**src/design/mmed_pkg.sv**
```systemverilog
package mmed_pkg;

  localparam int MaxWindow  = 64;
  localparam int SampleBits = 16;
  localparam int IdxW       = $clog2(MaxWindow);
  localparam int LenW       = 7;
  localparam int ResetLen   = 64;

  typedef logic signed [SampleBits-1:0] sample_t;
  typedef logic [LenW-1:0]              len_t;
  typedef logic [IdxW-1:0]              idx_t;

  typedef enum logic [2:0] {
    ST_IDLE,
    ST_RESTART,
    ST_DEL,
    ST_INS,
    ST_OUT
  } state_e;

  typedef struct packed {
    logic restart;
    logic accept;
    logic del;
    logic ins;
    logic load;
    len_t len;
  } cmd_t;

  function automatic len_t clamp_len(input len_t raw);
    len_t res;
    res = raw;
    if (raw == '0) begin
      res = len_t'(1);
    end else if (raw > len_t'(MaxWindow)) begin
      res = len_t'(MaxWindow);
    end
    return res;
  endfunction

endpackage

```
**src/design/mmed_ctrl.sv**
```systemverilog
module mmed_ctrl (
  input  logic              clk_i,
  input  logic              rst_ni,
  input  logic              s_axis_tvalid,
  output logic              s_axis_tready,
  input  logic              m_axis_tready,
  output logic              m_axis_tvalid,
  input  logic              cfg_valid_i,
  output logic              cfg_ready_o,
  input  mmed_pkg::len_t    cfg_data_i,
  output mmed_pkg::cmd_t    cmd_o
);

  mmed_pkg::state_e state_q, state_d;
  mmed_pkg::len_t   len_q, len_d;
  logic             out_vld_q, out_vld_d;

  always_ff @(posedge clk_i or negedge rst_ni) begin
    if (!rst_ni) begin
      state_q   <= mmed_pkg::ST_IDLE;
      len_q     <= mmed_pkg::len_t'(mmed_pkg::ResetLen);
      out_vld_q <= 1'b0;
    end else begin
      state_q   <= state_d;
      len_q     <= len_d;
      out_vld_q <= out_vld_d;
    end
  end

  always_comb begin
    state_d       = state_q;
    len_d         = len_q;
    out_vld_d     = out_vld_q && !m_axis_tready;
    s_axis_tready = 1'b0;
    cfg_ready_o   = 1'b0;
    cmd_o         = '0;
    cmd_o.len     = len_q;
    unique case (state_q)
      mmed_pkg::ST_IDLE: begin
        cfg_ready_o   = 1'b1;
        s_axis_tready = !cfg_valid_i;
        if (cfg_valid_i) begin
          len_d   = mmed_pkg::clamp_len(cfg_data_i);
          state_d = mmed_pkg::ST_RESTART;
        end else if (s_axis_tvalid) begin
          cmd_o.accept = 1'b1;
          state_d      = mmed_pkg::ST_DEL;
        end
      end
      mmed_pkg::ST_RESTART: begin
        cmd_o.restart = 1'b1;
        state_d       = mmed_pkg::ST_IDLE;
      end
      mmed_pkg::ST_DEL: begin
        cmd_o.del = 1'b1;
        state_d   = mmed_pkg::ST_INS;
      end
      mmed_pkg::ST_INS: begin
        cmd_o.ins = 1'b1;
        state_d   = mmed_pkg::ST_OUT;
      end
      mmed_pkg::ST_OUT: begin
        if (!out_vld_q || m_axis_tready) begin
          cmd_o.load = 1'b1;
          out_vld_d  = 1'b1;
          state_d    = mmed_pkg::ST_IDLE;
        end
      end
      default: state_d = mmed_pkg::ST_IDLE;
    endcase
  end

  assign m_axis_tvalid = out_vld_q;

endmodule

```
**config.mk**
```make
export PLATFORM = sky130hd
export DESIGN_NAME = mmed_ctrl
export DESIGN_NICKNAME = d
export VERILOG_FILES = /design/src/design/mmed_pkg.sv /design/src/design/mmed_ctrl.sv
export SDC_FILE = /design/constraint.sdc
export NUM_CORES = 1
export LEC_CHECK = 0
export BUFFER_PORTS_ARGS = -buffer_cell sky130_fd_sc_hd__buf_4
export CAP_MARGIN = 30
export CELL_PAD_IN_SITES_DETAIL_PLACEMENT = 0
export CELL_PAD_IN_SITES_GLOBAL_PLACEMENT = 1
export CORE_ASPECT_RATIO = 0.75
export CORE_MARGIN = 3
export CORE_UTILIZATION = 31
export DETAILED_ROUTE_END_ITERATION = 6
export GPL_TIMING_DRIVEN = 0
export HOLD_SLACK_MARGIN = 0.06
export PLACE_DENSITY_LB_ADDON = 0.1
export SYNTH_ARGS = -nofsm -noshare
export SYNTH_HDL_FRONTEND = slang
export SYNTH_SLANG_ARGS = --single-unit
```
**constraint.sdc**
```tcl
create_clock -name clk_i -period 1.9 [get_ports clk_i]
set_clock_uncertainty 0.1 [all_clocks]
set_input_delay 0.095 -clock clk_i [delete_from_list [all_inputs] [get_ports clk_i]]
set_output_delay 0.095 -clock clk_i [all_outputs]
set_load 0.02 [all_outputs]
```
[Yosys cells after proc, flatten, opt, wreduce, memory -nomap -nowiden]
Index checks and enable logic that the tools add are counted.
Cells by class
  add/sub/neg operators: 0
  multipliers: 0
  div/mod/pow operators: 0
  magnitude comparators: 1
  eq/ne operators: 6
  shifts and indexed selects: 0
  multiplexer cells: 18
  bitwise logic cells: 0
  reductions and logical operators: 9
Operator list (count)
  $mux W7: 2
  $mux W1: 12
  $pmux W3 S4: 1
  $mux W3: 3
  $gt A7 B7 Y1 const B: 1
  $logic_not A7 Y1: 1
  $eq A3 B2 Y1 const B: 2
  $reduce_and A2 Y1: 2
  $eq A3 B1 Y1 const B: 1
  $eq A3 B3 Y1 const B: 1
  $logic_not A1 Y1: 3
  $logic_not A3 Y1: 1
  $ne A3 B3 Y1 const B: 1
  $ne A2 B2 Y1 const B: 1
  $logic_and A1 B1 Y1: 1
  $logic_or A1 B1 Y1: 1
Storage, ports and cells
  bits in registers: 11
  latch bits: 0
  memory bits (writable): 0
  ROM bits: 0
  input port bits: 12
  memories kept: 0

[Depth between registers and ports, before layout]
  word-level depth: 4
  mapped depth: 5
  depth with buffers taken out: 3

[Worst setup path after synthesis]
Ideal clock, no wire load.
  path kind: register to register
  from: reg state_q[0]
  to: reg len_q[1]
  setup time: 0.119 ns
  arrival: 1.310 ns
  path slack: 0.370 ns
  stages on the path, launching flop included: 6
  cells stage by stage: dfrtp_1 buf_6 or4b_4 buf_4 nand2_1 o21ai_2
On the way
  word-level cells in the longest chain between the ends: 2
Ends and longest elaborated chain
  from (decl): RTL line mmed_ctrl.sv:14  | mmed_pkg::state_e state_q, state_d;
  from (signal assigned): RTL line mmed_ctrl.sv:20  | state_q <= mmed_pkg::ST_IDLE;
  from (signal assigned): RTL line mmed_ctrl.sv:24  | state_q <= state_d;
  $logic_not A3 Y1: RTL line mmed_ctrl.sv:38  | unique case (state_q)
  $reduce_and A2 Y1 (no source line)
  to (signal assigned): RTL line mmed_ctrl.sv:21  | len_q <= mmed_pkg::len_t'(mmed_pkg::ResetLen);
  to (signal assigned): RTL line mmed_ctrl.sv:25  | len_q <= len_d;
  to (decl): RTL line mmed_ctrl.sv:15  | mmed_pkg::len_t len_q, len_d;
No other way between the ends.
A chain may end at the register's enable or synchronous reset.

[Final worst setup path]
  from: in cfg_data_i[1]
  to: reg len_q[0]
On the way
  word-level cells in the longest chain between the ends: 3
  elaborated cells on any way between the ends: 4
Ends and longest elaborated chain
  from (decl): RTL line mmed_ctrl.sv:10  | input mmed_pkg::len_t cfg_data_i,
  $gt A7 B7 Y1: RTL line mmed_pkg.sv:35  | end else if (raw > len_t'(MaxWindow)) begin
  $mux W7: RTL line mmed_pkg.sv:35
  $mux W7 (*): RTL line mmed_pkg.sv:33  | if (raw == '0) begin
Every way passes the cells marked *; elsewhere a longest branch is shown, timed or not.

==> impl_metrics.toml <==
[sta]
setup-violations-final = 0
hold_slack_ps = 92.5
report.final.slew_viol_count = 0
rsz0062_at_grt = "false"
worstMarginPinSlew_ps = 270
finalCriticalPeriod_ps = 1650
timing.setup.tns_ps = 0
timing.final.crit_share_pct = 86.8
fmax_ghz = 0.606
finalHoldViolations = 0
relSlewSlack_pct = 81.9

[setup_path]
timing.critical_path.from = "cfg_data_i[1]"
critical_path_peak_fanout = 2
critical_path.cell_chain = "dlygate4sd3_1 > buf_4 > or4_1 > o32ai_1 > mux2_2"
setup.worst_path.start_class = "input pin"
ws_path_type = "input pin to flop"
cp.arrival_ps = 1760
crit_family = "buffers and inverters"
critPathCaptureType = "flop"
reg2reg_slack_ps = 300
max_stage_delay_ps = 540
worst_path_slowest_cell = "dlygate4sd3_1"
r2r-start = "state_q[2]$_DFFE_PN0P_"
cp_num_buf_inv = 2
critical_path_required_ps = 2010

[routing]
drcViolationCount = 0
antenna_left = 0
wirelength_met1_um = 550
drt_wirelength_um = 1350
routed-via-count = 519
wl_met3_um = 90
first_iter_violations = 7
wl_met2_um = 689
drt-wirelength-per-cell_um = 11.5
dr.max_layer_used = "met4"
drt_first_pass_iters = 4
routed_via_density = 4.44

[yosys]
ys.warnings.count = 0
synth_seq_area_share_pct = 50.1
synth_largest_type_area_fraction_pct = 45.4
synth_top_area_cell = "dfrtp_1"
synth.net_count = 64
synth.lib_cells_used.distinct = 21
ys_seq_elements = 11
synth_instances = 52
synthesis.area_um2 = 552
average_instance_area_after_synthesis_um2 = 10.6
netlist_top_cells_area = "dfrtp_1 (45%), nand2b_1 (7.9%), o21ai_2 (7.9%)"

[clock_tree]
clock_root_cell = "clkbuf_4"
h_tree_depth = 1
worstSkewPairLatency_ps = 260
numCtsBuffers = 3
tritoncts = "done"
hold_buffers = 14
numClockSinks = 11
worst_setup_hold_path_clk_slew_ps = 70
clockBufferDepth = 2
cts.repair_timing.setup_buffer_count = 0
cts_resized = 0

[floorplanning]
fp-row-count = 12
design.portCount = 27
initial_utilization_pct = 35.0
dieHeight_um = 42.5
core-area_um2 = 1580
die-area_um2 = 2330
die_w_um = 54.7

[status]
status = "completed"

[power_and_ir_drop]
max-vdd-ir-drop_v = 0.000973
power.density_cell_area_nw_per_um2 = 1390
power.static_leakage_nw = 0.455
totalPowerFinal_mw = 1.31

[job]
max_cap_violation_count = 0

[global_routing]
track_usage_pct = 13.4
grt_first_pass_wirelength_um = 2150
overflow = 0
antenna_found_initial = 0
vias_in_the_first_global_route = 491
largest_net_degree_at_the_start_of_global_routing = 12

[cells_and_area]
nFillCells = 136
most-common-layout-cells = "buf_4 (28), dlygate4sd3_1 (14), dfrtp_1 (10)"
diodes = 0
fin_nets = 109
drive_above_1_share_pct = 43.8
layout_commonest_cell = "buf_4"
syn2layout_area_growth_pct = 70.3

[placement]
globalplace.congestion = 0.737
detailed_place_hpwl_um = 921
port-buffer-count = 26

[hold_path]
hold_class = "input pin to async pin"
-- cells by family (layout without fill, tap and decap cells) --
kind of cell | after synthesis | in the layout | share of synthesized area [%]
mux | 2 | 2 | 4.08
flops | 11 | 11 | 50.1
compound gates | 8 | 8 | 12.2
simple gates | 25 | 25 | 26.5
buf+inv | 6 | 50 | 7.03
-- final cells by class --
cell class                 count  area [um^2]  area share [%]
multi-input combinational     35          236            25.2
buffer                         4         31.3            3.33
sequential                    11          277            29.4
tap                           21         26.3            2.80
inverter                       2         7.51           0.799
timing repair buffer          40          335            35.7
clock buffer                   4         26.3            2.80
-- per-stage QoR --
step | setup slack, ps | utilization (%) | cells | instance area (um^2)
3_3_place_gp | 321 | 49.0 | 99 | 773
2_1_floorplan | 370 | - | 52 | 552
4_1_cts | 262 | 59.6 | 117 | 940
5_1_grt | 208 | 59.6 | 117 | 940
6_report | 251 | 59.6 | 117 | 940
3_5_place_dp | 301 | 49.0 | 99 | 773
-- per-layer routing --
metal | vias to the layer above | track usage [%]
met3 | 4 | 6.41
met5 | - | 0
met2 | 16 | 21.2
li1 | 267 | -
met1 | 232 | 15.4
met4 | 0 | 4.48
-- where the power goes --
group,internal (mW),leakage (nW),switching [mW]
registers,0.342,0.141,0.0619
logic,0.355,0.299,0.397
clock network,0.0811,0.0150,0.0706
total,0.778,0.455,0.529
-- flip-flops by register name, indices dropped and copies added (netlist names) --
signal / flops
m_axis_tvalid: 1
len_q: 7
state_q: 3
-- path summary, 6_finish.rpt --
| path | endpoint | depth (start not counted) |
|---|---|---|
| max in group asynchronous | len_q[6]$_DFFE_PN1P_ | 2 |
| max | len_q[0]$_DFFE_PN0P_ | 5 |
| min | state_q[1]$_DFFE_PN0P_ | 2 |
| min reg2reg | len_q[3]$_DFFE_PN0P_ | 2 |
| max reg2reg | len_q[5]$_DFFE_PN0P_ | 5 |
| min in group clk_i | len_q[0]$_DFFE_PN0P_ | 4 |
-- cell usage after synthesis --
cell type	n
nand2_1	7
nor3b_1	2
nand2b_1	7
o21ai_2	5
mux2_2	2
dfstp_2	1
or2b_1	1
buf_4	2
nor4_1	2
or4b_4	1
or4_1	1
nor2_1	1
buf_6	1
dfrtp_1	10
buf_2	1
inv_1	2
nor3_1	2
o32ai_1	1
a211oi_1	1
and3_1	1
o21bai_1	1
Note: power is estimated with default switching activity, not from simulation.
